**src/sdes_pkg.sv**
```systemverilog
`timescale 1ns / 1ps
// ----------------------------------------------------------------------------
// S-DES CTR keystream package
// Shared widths, register indexes, subkey bundle and the S-DES network
// (key schedule, Feistel round, initial and final permutations).
// ----------------------------------------------------------------------------
package sdes_pkg;

    localparam int KEY_W  = 10;
    localparam int BYTE_W = 8;
    localparam int SK_W   = 8;
    localparam int ADDR_W = 3;
    localparam int DATA_W = 32;

    localparam logic REG_CIPHER_KEY    = 1'b0;
    localparam logic REG_START_COUNTER = 1'b1;

    typedef struct packed {
        logic [SK_W-1:0] k1;
        logic [SK_W-1:0] k2;
    } t_subkeys;

    localparam logic [1:0] BOX0 [0:15] = '{
        2'd1, 2'd0, 2'd3, 2'd2,
        2'd3, 2'd2, 2'd1, 2'd0,
        2'd0, 2'd2, 2'd1, 2'd3,
        2'd3, 2'd1, 2'd3, 2'd2
    };

    localparam logic [1:0] BOX1 [0:15] = '{
        2'd0, 2'd1, 2'd2, 2'd3,
        2'd2, 2'd0, 2'd1, 2'd3,
        2'd3, 2'd0, 2'd1, 2'd0,
        2'd2, 2'd1, 2'd0, 2'd3
    };

    function automatic logic [9:0] p10(input logic [9:0] b);
        return {b[7], b[5], b[8], b[3], b[6], b[0], b[9], b[1], b[2], b[4]};
    endfunction

    function automatic logic [7:0] p8(input logic [9:0] b);
        return {b[4], b[7], b[3], b[6], b[2], b[5], b[0], b[1]};
    endfunction

    function automatic logic [7:0] ip(input logic [7:0] b);
        return {b[6], b[2], b[5], b[7], b[4], b[0], b[3], b[1]};
    endfunction

    function automatic logic [7:0] ip_inv(input logic [7:0] b);
        return {b[4], b[7], b[5], b[3], b[1], b[6], b[0], b[2]};
    endfunction

    function automatic logic [7:0] ep(input logic [3:0] b);
        return {b[0], b[3], b[2], b[1], b[2], b[1], b[0], b[3]};
    endfunction

    function automatic logic [3:0] p4(input logic [3:0] b);
        return {b[2], b[0], b[1], b[3]};
    endfunction

    function automatic logic [4:0] rot1(input logic [4:0] h);
        return {h[3:0], h[4]};
    endfunction

    function automatic logic [4:0] rot2(input logic [4:0] h);
        return {h[2:0], h[4:3]};
    endfunction

    function automatic t_subkeys key_sched(input logic [KEY_W-1:0] key);
        logic [9:0] k;
        logic [4:0] hl;
        logic [4:0] hr;
        t_subkeys   sk;
        k     = p10(key);
        hl    = rot1(k[9:5]);
        hr    = rot1(k[4:0]);
        sk.k1 = p8({hl, hr});
        hl    = rot2(hl);
        hr    = rot2(hr);
        sk.k2 = p8({hl, hr});
        return sk;
    endfunction

    function automatic logic [3:0] round_f(input logic [3:0] half, input logic [SK_W-1:0] sk);
        logic [7:0] e;
        logic [3:0] s;
        e = ep(half) ^ sk;
        s = {BOX0[{e[7], e[4], e[6:5]}], BOX1[{e[3], e[0], e[2:1]}]};
        return p4(s);
    endfunction

    function automatic logic [BYTE_W-1:0] sdes_block_enc(input logic [BYTE_W-1:0] blk,
                                                         input t_subkeys sk);
        logic [7:0] x;
        logic [3:0] l;
        logic [3:0] r;
        logic [3:0] t;
        x = ip(blk);
        l = x[7:4];
        r = x[3:0];
        t = l ^ round_f(r, sk.k1);
        l = r;
        r = t;
        l = l ^ round_f(r, sk.k2);
        return ip_inv({l, r});
    endfunction

endpackage

```
**src/sdes_ctr_keystream_cipher_core.sv**
```systemverilog
`timescale 1ns / 1ps
// ----------------------------------------------------------------------------
// S-DES CTR keystream cipher core
// Input register captures each transaction at the accepting edge; the result
// register loads from it when the output is free. Throughput: one byte per cycle
// unless the output stalls, set by the single S-DES network between the two.
// Reset: synchronous active low; clears key, start value and counter to zero.
// ----------------------------------------------------------------------------
module sdes_ctr_keystream_cipher_core (
    input  logic                        i_clk,
    input  logic                        i_rst_n,
    input  logic                        i_psel,
    input  logic                        i_penable,
    input  logic                        i_pwrite,
    input  logic [sdes_pkg::ADDR_W-1:0] i_paddr,
    input  logic [sdes_pkg::DATA_W-1:0] i_pwdata,
    output logic [sdes_pkg::DATA_W-1:0] o_prdata,
    output logic                        o_pready,
    input  logic                        i_valid,
    output logic                        o_ready,
    input  logic [sdes_pkg::BYTE_W-1:0] i_data_byte,
    input  logic                        i_message_end,
    output logic                        o_valid,
    input  logic                        i_ready,
    output logic [sdes_pkg::BYTE_W-1:0] o_result_byte
);
    import sdes_pkg::*;

    t_subkeys          subkeys;
    logic [BYTE_W-1:0] start_counter;
    logic [BYTE_W-1:0] r_ctr;
    logic [BYTE_W-1:0] r_s1_ctr;
    logic [BYTE_W-1:0] r_s1_data;
    logic              r_s1_valid;
    logic [BYTE_W-1:0] r_out_byte;
    logic              r_out_valid;
    logic [BYTE_W-1:0] n_out_byte;
    logic              in_accept;
    logic              out_load;

    sdes_apb_regs u_regs (
        .i_clk           (i_clk),
        .i_rst_n         (i_rst_n),
        .i_psel          (i_psel),
        .i_penable       (i_penable),
        .i_pwrite        (i_pwrite),
        .i_paddr         (i_paddr),
        .i_pwdata        (i_pwdata),
        .o_prdata        (o_prdata),
        .o_pready        (o_pready),
        .o_subkeys       (subkeys),
        .o_start_counter (start_counter)
    );

    sdes_engine u_engine (
        .i_counter (r_s1_ctr),
        .i_data    (r_s1_data),
        .i_subkeys (subkeys),
        .o_result  (n_out_byte)
    );

    assign out_load  = r_s1_valid && (!r_out_valid || i_ready);
    assign o_ready   = !r_s1_valid || out_load;
    assign in_accept = i_valid && o_ready;

    always_ff @(posedge i_clk) begin
        if (!i_rst_n) begin
            r_ctr       <= '0;
            r_s1_valid  <= 1'b0;
            r_out_valid <= 1'b0;
        end else begin
            if (in_accept) begin
                r_ctr <= i_message_end ? start_counter : r_ctr + 1'b1;
            end
            if (in_accept) begin
                r_s1_valid <= 1'b1;
            end else if (out_load) begin
                r_s1_valid <= 1'b0;
            end
            if (out_load) begin
                r_out_valid <= 1'b1;
            end else if (i_ready) begin
                r_out_valid <= 1'b0;
            end
        end
    end

    always_ff @(posedge i_clk) begin
        if (in_accept) begin
            r_s1_ctr  <= r_ctr;
            r_s1_data <= i_data_byte;
        end
        if (out_load) begin
            r_out_byte <= n_out_byte;
        end
    end

    assign o_valid       = r_out_valid;
    assign o_result_byte = r_out_byte;

    a_ctr_advance: assert property (@(posedge i_clk) disable iff (!i_rst_n)
        in_accept && !i_message_end |=> r_ctr == $past(r_ctr) + 1'b1)
        else $error("counter did not advance after a transaction");

    a_ctr_reload: assert property (@(posedge i_clk) disable iff (!i_rst_n)
        in_accept && i_message_end |=> r_ctr == $past(start_counter))
        else $error("counter did not reload after message end");

    a_stage_hold: assert property (@(posedge i_clk) disable iff (!i_rst_n)
        r_s1_valid && !out_load |=> r_s1_valid && $stable(r_s1_ctr) && $stable(r_s1_data))
        else $error("input stage lost a transaction");

    a_stage_fill: assert property (@(posedge i_clk) disable iff (!i_rst_n)
        in_accept |=> r_s1_valid && r_s1_ctr == $past(r_ctr))
        else $error("accepted transaction not captured");

endmodule

```
**src/sdes_apb_regs.sv**
```systemverilog
`timescale 1ns / 1ps
// ----------------------------------------------------------------------------
// S-DES APB register bank
// Holds the cipher key and the counter start value; registers the two
// subkeys derived from the key.
// ----------------------------------------------------------------------------
module sdes_apb_regs (
    input  logic                        i_clk,
    input  logic                        i_rst_n,
    input  logic                        i_psel,
    input  logic                        i_penable,
    input  logic                        i_pwrite,
    input  logic [sdes_pkg::ADDR_W-1:0] i_paddr,
    input  logic [sdes_pkg::DATA_W-1:0] i_pwdata,
    output logic [sdes_pkg::DATA_W-1:0] o_prdata,
    output logic                        o_pready,
    output sdes_pkg::t_subkeys          o_subkeys,
    output logic [sdes_pkg::BYTE_W-1:0] o_start_counter
);
    import sdes_pkg::*;

    logic [KEY_W-1:0]  r_cipher_key;
    logic [BYTE_W-1:0] r_start_counter;
    t_subkeys          r_subkeys;
    t_subkeys          n_subkeys;
    logic              wr_en;
    logic              reg_idx;

    assign wr_en     = i_psel && i_penable && i_pwrite;
    assign reg_idx   = i_paddr[2];
    assign n_subkeys = key_sched(r_cipher_key);

    always_ff @(posedge i_clk) begin
        if (!i_rst_n) begin
            r_cipher_key    <= '0;
            r_start_counter <= '0;
            r_subkeys       <= key_sched('0);
        end else begin
            r_subkeys <= n_subkeys;
            if (wr_en) begin
                case (reg_idx)
                    REG_CIPHER_KEY:    r_cipher_key    <= i_pwdata[KEY_W-1:0];
                    REG_START_COUNTER: r_start_counter <= i_pwdata[BYTE_W-1:0];
                    default: ;
                endcase
            end
        end
    end

    always_comb begin
        case (reg_idx)
            REG_CIPHER_KEY:    o_prdata = {{(DATA_W-KEY_W){1'b0}}, r_cipher_key};
            REG_START_COUNTER: o_prdata = {{(DATA_W-BYTE_W){1'b0}}, r_start_counter};
            default:           o_prdata = '0;
        endcase
    end

    assign o_pready        = 1'b1;
    assign o_subkeys       = r_subkeys;
    assign o_start_counter = r_start_counter;

endmodule

```
**src/sdes_engine.sv**
```systemverilog
`timescale 1ns / 1ps
// ----------------------------------------------------------------------------
// S-DES keystream combiner
// Encrypts the counter block under the subkeys and XORs the keystream byte
// into the data byte.
// ----------------------------------------------------------------------------
module sdes_engine (
    input  logic [sdes_pkg::BYTE_W-1:0] i_counter,
    input  logic [sdes_pkg::BYTE_W-1:0] i_data,
    input  sdes_pkg::t_subkeys          i_subkeys,
    output logic [sdes_pkg::BYTE_W-1:0] o_result
);
    import sdes_pkg::*;

    logic [BYTE_W-1:0] keystream;

    assign keystream = sdes_block_enc(i_counter, i_subkeys);
    assign o_result  = i_data ^ keystream;

endmodule

```
**config.mk**
```make
export PLATFORM = sky130hd
export DESIGN_NAME = sdes_ctr_keystream_cipher_core
export DESIGN_NICKNAME = d
export VERILOG_FILES = /design/src/sdes_pkg.sv /design/src/sdes_ctr_keystream_cipher_core.sv /design/src/sdes_apb_regs.sv /design/src/sdes_engine.sv
export SDC_FILE = /design/constraint.sdc
export NUM_CORES = 1
export LEC_CHECK = 0
export ABC_AREA = 1
export BUFFER_PORTS_ARGS = -buffer_cell sky130_fd_sc_hd__clkbuf_2
export CAP_MARGIN = 25
export CORE_ASPECT_RATIO = 0.75
export CORE_MARGIN = 8
export CORE_UTILIZATION = 50
export DETAILED_ROUTE_END_ITERATION = 7
export PLACE_DENSITY = 0.77
export SETUP_SLACK_MARGIN = 0.05
export SYNTH_ARGS = -nofsm -noshare
export SYNTH_HDL_FRONTEND = slang
export SYNTH_SLANG_ARGS = --single-unit
```
**constraint.sdc**
```tcl
create_clock -name i_clk -period 2.4 [get_ports i_clk]
set_input_delay 0.24 -clock i_clk [delete_from_list [all_inputs] [get_ports i_clk]]
set_output_delay 0.24 -clock i_clk [all_outputs]
set_load 0.02 [all_outputs]
```
==> impl_metrics.tcl, run 1 <==
set metrics [dict create \
    total_leakage_power_nw 2.006 \
    worstPathArrival_ns 2.33 \
    syn-cell-area_um2 3432 \
    synth.area.top_cells "dfxtp_1, edfxtp_1, nand2_1, inv_1, buf_4" \
    antenna_found_initial 0 \
    avgSynthCellArea_um2 7.695 \
    synth-edff-count 24 \
    grt_overflow 0 \
    rsz0062_at_grt "false" \
    max_freq_mhz 448.5 \
    ios 94 \
    core_area_um2 6734 \
    place_hpwl_um 5738 \
    startpoint_type "flip-flop" \
    hold_path_class "in -> reg" \
    fin_crit_sh 0.9290 \
    cp-end-kind "flip-flop" \
    finalSetupTns_ns 0 \
    clk_latency_ns 0.33 \
    drive_gt1_frac 0.2765 \
    die_area_um2 9799 \
    die_width_um 111.7 \
    fin_crit_ns 2.230 \
    crit_type "reg -> reg" \
    synth_ff_type "dfxtp_1" \
    cp.required_ns 2.50 \
    worstMarginPinSlew_ns 0.8741 \
    cts_tree "yes" \
    mostFrequentLayoutCells "nand2_1, inv_1, clkbuf_2" \
    clockRootBuffer "clkbuf_8" \
    start_util 0.5097 \
    grt_pass1_wl_um 12170 \
    cts_buffer_depth 2 \
    yosysSeqAreaShare 0.4316 \
    drtPass1Iterations 4 \
    status "finished, final reports clean" \
    syn-instance-count 446 \
    synth_warnings 0 \
    synth.largest_area_cell "dfxtp_1" \
    htree_levels 3 \
    routedWlPerCell_um 12.80 \
    via_per_inst 4.907 \
    cts_made_buffers 9 \
    wl_um 7602 \
    area.growth.synth_to_final_pct 18.01 \
    antenna_left 0 \
    clock_skew_ns 0.006435 \
    hold_ws_ns 0.07718 \
    rows 26 \
    clock-sinks 62 \
    grt_use_total 0.1546 \
    ir_worst_vdd_mv 0.3972 \
    layout.nets 559 \
    ys_ff_latch 62 \
    final_core_util 0.6014 \
    ys_types 29 \
    ctsHoldBuffers 0 \
    grt_max_degree 32 \
    io_buffers 46 \
    ys_async_sr_fraction 0 \
    fillers 574 \
    synth_top_area_share 0.2217 \
    layout_commonest_cell "nand2_1" \
    crit_fanout 4 \
    maxCapViolCount 0 \
    gp_congestion 0.8681 \
    die_y_um 87.75 \
    setup_violations 0 \
    diodes 0 \
    power.density_nw_per_um2 642.6 \
    grt_pass1_vias 2779 \
    clk_pin_slew_worst_paths_ns 0.07 \
    final_max_slew_viol_count 0 \
    maxSlewHeadroom 0.4173 \
    total_power_w 0.002603 \
    hold_viol_final 0 \
    place_ws_ns -0.04440 \
    vias 2915 \
    worst_slack_ns 0.1703 \
    drtIter0Drc 123 \
    drc_errors 0 \
]
[final cells by class]
cell class	count	area (um2)	area share
tap	84	105.1	0.02595
sequential	62	1483	0.3661
clock buffer	11	141.4	0.03491
inverter	52	195.2	0.04819
clock inverter	5	33.78	0.008341
multi-input combinational	322	1772	0.4374
timing repair buffer	58	320.3	0.07909
[cell families after synthesis]
group           share of synthesized area
compound gates                    0.08203
other cells                      0.002188
flops                              0.4316
simple gates                       0.3292
fa+ha+maj                         0.01094
buf+inv                            0.1159
xor+xnor                          0.02807
[sequential cells by signal (all words and copies together) (netlist names)]
register,count
r_s1_valid,1
r_s1_data,8
o_valid,1
r_s1_ctr,8
u_regs.r_cipher_key,10
o_result_byte,8
u_regs.o_start_counter,8
u_regs.o_subkeys,10
r_ctr,8
[cells in the mapped netlist (11+ instances only)]
cell type  number
inv_1          47
buf_4          23
nor2_1         33
dfxtp_1        38
nand3_1        30
nand2_2        27
o21ai_0        27
edfxtp_1       24
a21oi_1        20
nand2_1       120
nand2_4        11
[repair_timing]
action | in CTS | in global routing
pin swaps | 0 | 10
endpoints found under the setup margin | 1 | 3
resized for setup | 4 | 25
buffers inserted | 3 | 4
[path summary, 6_finish.rpt]
check | startpoint | end | slack [ns] | cells after the start
max | r_s1_ctr[3]$_DFFE_PP_ | o_result_byte[5]$_DFFE_PP_ | 0.17 | 19
min | i_data_byte[1] | r_s1_data[1]$_DFFE_PP_ | 0.08 | 1
max reg2reg | r_s1_ctr[3]$_DFFE_PP_ | o_result_byte[5]$_DFFE_PP_ | 0.17 | 19
min reg2reg | u_regs.r_cipher_key[9]$_SDFFE_PN0P_ | u_regs.o_subkeys[0]$_SDFF_PN0_ | 0.44 | 2
[stage by stage]
stage	instance area, um2	std cells
6_report	4050	594
3_3_place_gp	3681	571
4_1_cts	3891	590
3_5_place_dp	3681	571
5_1_grt	4050	594
2_1_floorplan	3511	467
[power breakdown]
group / leakage (nW) / internal (W) / switching (W)
Clock: 0.0936 / 0.000403 / 0.000404
Combinational: 1.37 / 0.000212 / 0.000378
Sequential: 0.545 / 0.00116 / 0.0000432
[worst max-delay path, cell delays in order (launching register included)]
cell and delay [ns]:
edfxtp_1 0.47, inv_2 0.09, nand2_1 0.06, nand2_2 0.07, inv_1 0.06, ha_4 0.15, nand3_2 0.08, nand3_4 0.09
nand2_2 0.10, nand2_4 0.07, nand2_4 0.06, nand2_2 0.05, nand2_2 0.09, inv_2 0.05, ha_4 0.25, nand2_2 0.05
nand2_1 0.06, nand2_1 0.04, nand2_1 0.05, inv_1 0.04
[routing by layer]
layer | wire length (um) | GRT usage
met1 | 3251 | 0.1784
met2 | 3809 | 0.2626
met3 | 430 | 0.05441
met4 | 111 | 0.05686
met5 | 0 | 0
(Power assumes the default switching activity.)
==> run 2, diff against run 1 <==
- clock period: 2.4 -> 2.5 ns (I/O delays scaled with it)
==> run 2 against run 1 <==
Effect of this change:
- clock skew increased by 0.013 ns
- clock-buffer cell count did not move
- die area unchanged
- final cell count down 0.51%
- register-to-register slack gained 0.02 ns
- sequential share of layout area up 0.77 points
- combinational power fell by 11%
- sequential power is 4% lower
- first-iteration DRC count up 27%
- non-clock buffer count decreased by 3
- core utilization down 1.3 points
- maximum frequency decreased by 3.6%
==> impl_metrics.tcl, run 2 (synthesis gave the netlist of run 1 again) <==
set metrics [dict create \
    status "finished, final reports clean" \
    mostFrequentLayoutCells "nand2_1, inv_1, clkbuf_2" \
    rows 26 \
    drtPass1Iterations 5 \
    cp.required_ns 2.61 \
    place_hpwl_um 5793 \
    grt_use_met3 0.06612 \
    vias 2908 \
    diodes 0 \
    setup_violations 0 \
    die_y_um 87.75 \
    power.density_nw_per_um2 656.4 \
    core_area_um2 6734 \
    crit_chain "inv_2 -> nand2_1 -> nand2_2 -> inv_1 -> ha_1 -> nand2_2 -> nand2_2 -> nand2_4 -> nand2_2 -> nand2_1 -> nand2_2 -> inv_1 -> ha_1 -> nand2_1 -> nand3_1 -> nand2_1 -> inv_1" \
    gp_congestion 0.8552 \
    critPathSlowestCell "edfxtp_1" \
    worstPathArrival_ns 2.42 \
    start_util 0.5097 \
    clk_latency_ns 0.35 \
    fin_crit_sh 0.9249 \
    drtIter0Drc 156 \
    antenna_left 0 \
    total_leakage_power_nw 1.982 \
    max_freq_mhz 432.5 \
    hold_ws_ns 0.07845 \
    worst_r2r_path_depth 17 \
    htree_levels 3 \
    grt-busiest-layer "met2" \
    io_buffers 46 \
    grt_use_total 0.1577 \
    die_area_um2 9799 \
    met1_usage 0.1747 \
    final_max_slew_viol_count 0 \
    startpoint_type "flip-flop" \
    crit_top_cell "nand2_2" \
    maxSlewHeadroom 0.4491 \
    layout_commonest_cell "nand2_1" \
    cp.depth 17 \
    grtUsageMet2 0.2730 \
    cpPeakStageDelay_ns 0.46 \
    finalSetupTns_ns 0 \
    via_per_inst 4.920 \
    clk_pin_slew_worst_paths_ns 0.07 \
    crit_type "reg -> reg" \
    grt_max_degree 32 \
    cts_tree "yes" \
    grt_pass1_vias 2843 \
    antenna_found_initial 0 \
    ir_worst_vdd_mv 0.3240 \
    routedWlPerCell_um 12.76 \
    crit_buf_inv 4 \
    grt_pass1_wl_um 12540 \
    area.growth.synth_to_final_pct 15.49 \
    fin_crit_ns 2.312 \
    ctsHoldBuffers 0 \
    r2r-end "o_result_byte[5]$_DFFE_PP_" \
    cts_made_buffers 9 \
    reg2reg_setup_slack_ns 0.19 \
    rsz0062_at_grt "false" \
    drc_errors 0 \
    grt_overflow 0 \
    maxCapViolCount 0 \
    clockRootBuffer "clkbuf_8" \
    clock-sinks 62 \
    wl_um 7542 \
    hold_path_class "in -> reg" \
    layout.nets 556 \
    drive_gt1_frac 0.2544 \
    die_width_um 111.7 \
    crit_fanout 4 \
    clock_skew_ns 0.01915 \
    path_delay_family "simple AND/OR/NAND/NOR gates" \
    worstMarginPinSlew_ns 0.8264 \
    ios 94 \
    cts_buffer_depth 2 \
    crit_path_start "r_s1_ctr[3]$_DFFE_PP_" \
    hold_viol_final 0 \
    endpoint "o_result_byte[5]$_DFFE_PP_" \
    rr_startpoint "r_s1_ctr[3]$_DFFE_PP_" \
    cp-end-kind "flip-flop" \
]
run 2: worst min-delay path by stage:
stage                                        startpoint                              to  slack [ns]  cells past startpoint
floorplan                                i_data_byte[0]          r_s1_data[0]$_DFFE_PP_        0.35                      0
global placement    u_regs.r_cipher_key[8]$_SDFFE_PN0P_  u_regs.o_subkeys[2]$_SDFF_PN0_        0.42                      2
detailed placement  u_regs.r_cipher_key[9]$_SDFFE_PN0P_  u_regs.o_subkeys[0]$_SDFF_PN0_        0.43                      2
CTS                                      i_data_byte[3]          r_s1_data[3]$_DFFE_PP_        0.07                      1
global route                             i_data_byte[3]          r_s1_data[3]$_DFFE_PP_        0.06                      1
finish                                   i_data_byte[1]          r_s1_data[1]$_DFFE_PP_        0.08                      1
run 2: cell type report:
class / instances / area, um2
clock buffer: 11 / 173.9
clock inverter: 5 / 41.29
fill: 595 / 2770
inverter: 52 / 195.2
multi-input combinational: 322 / 1669
sequential: 62 / 1481
tap: 84 / 105.1
timing repair buffer: 55 / 297.8
run 2: metal layers:
layer / wire (um) / vias to the layer above
li1: - / 1486
met1: 3235 / 1336
met2: 3735 / 75
met3: 482 / 11
met4: 88 / 0
met5: 0 / -
run 2: what timing repair did:
item	in CTS	in global routing
setup endpoints to repair	1	2
resized for setup	0	10
buffers inserted	2	4
pin swaps	0	5
gates cloned	0	0
run 2: power breakdown:
part           switching (W)  internal [W]  total [W]
clock network       0.000428      0.000493   0.000921
registers          0.0000395       0.00112    0.00116
logic               0.000342      0.000183   0.000525
run 2: worst reg2reg max path, delay by kind of cell, from the launching register on:
kind                       cells  cell delay, ns
buffers and inverters          4            0.25
DFF                            1            0.46
adders and majority gates      2            0.56
and+or+nand+nor               11            0.83
run 2: through the flow:
| stage | cells | worst slack [ns] | power [W] | cell area, um2 | util |
|---|---|---|---|---|---|
| after floorplan | 467 | 0.3101 | 0.001581 | 3511 | - |
| after global placement | 569 | 0.1223 | 0.001651 | 3666 | 0.5444 |
| after detailed placement | 569 | 0.01285 | 0.001671 | 3666 | 0.5444 |
| after CTS | 587 | 0.06977 | 0.002585 | 3896 | 0.5786 |
| after global routing | 591 | 0.03889 | 0.002738 | 3964 | 0.5886 |
| final | 591 | 0.1878 | 0.002602 | 3964 | 0.5886 |
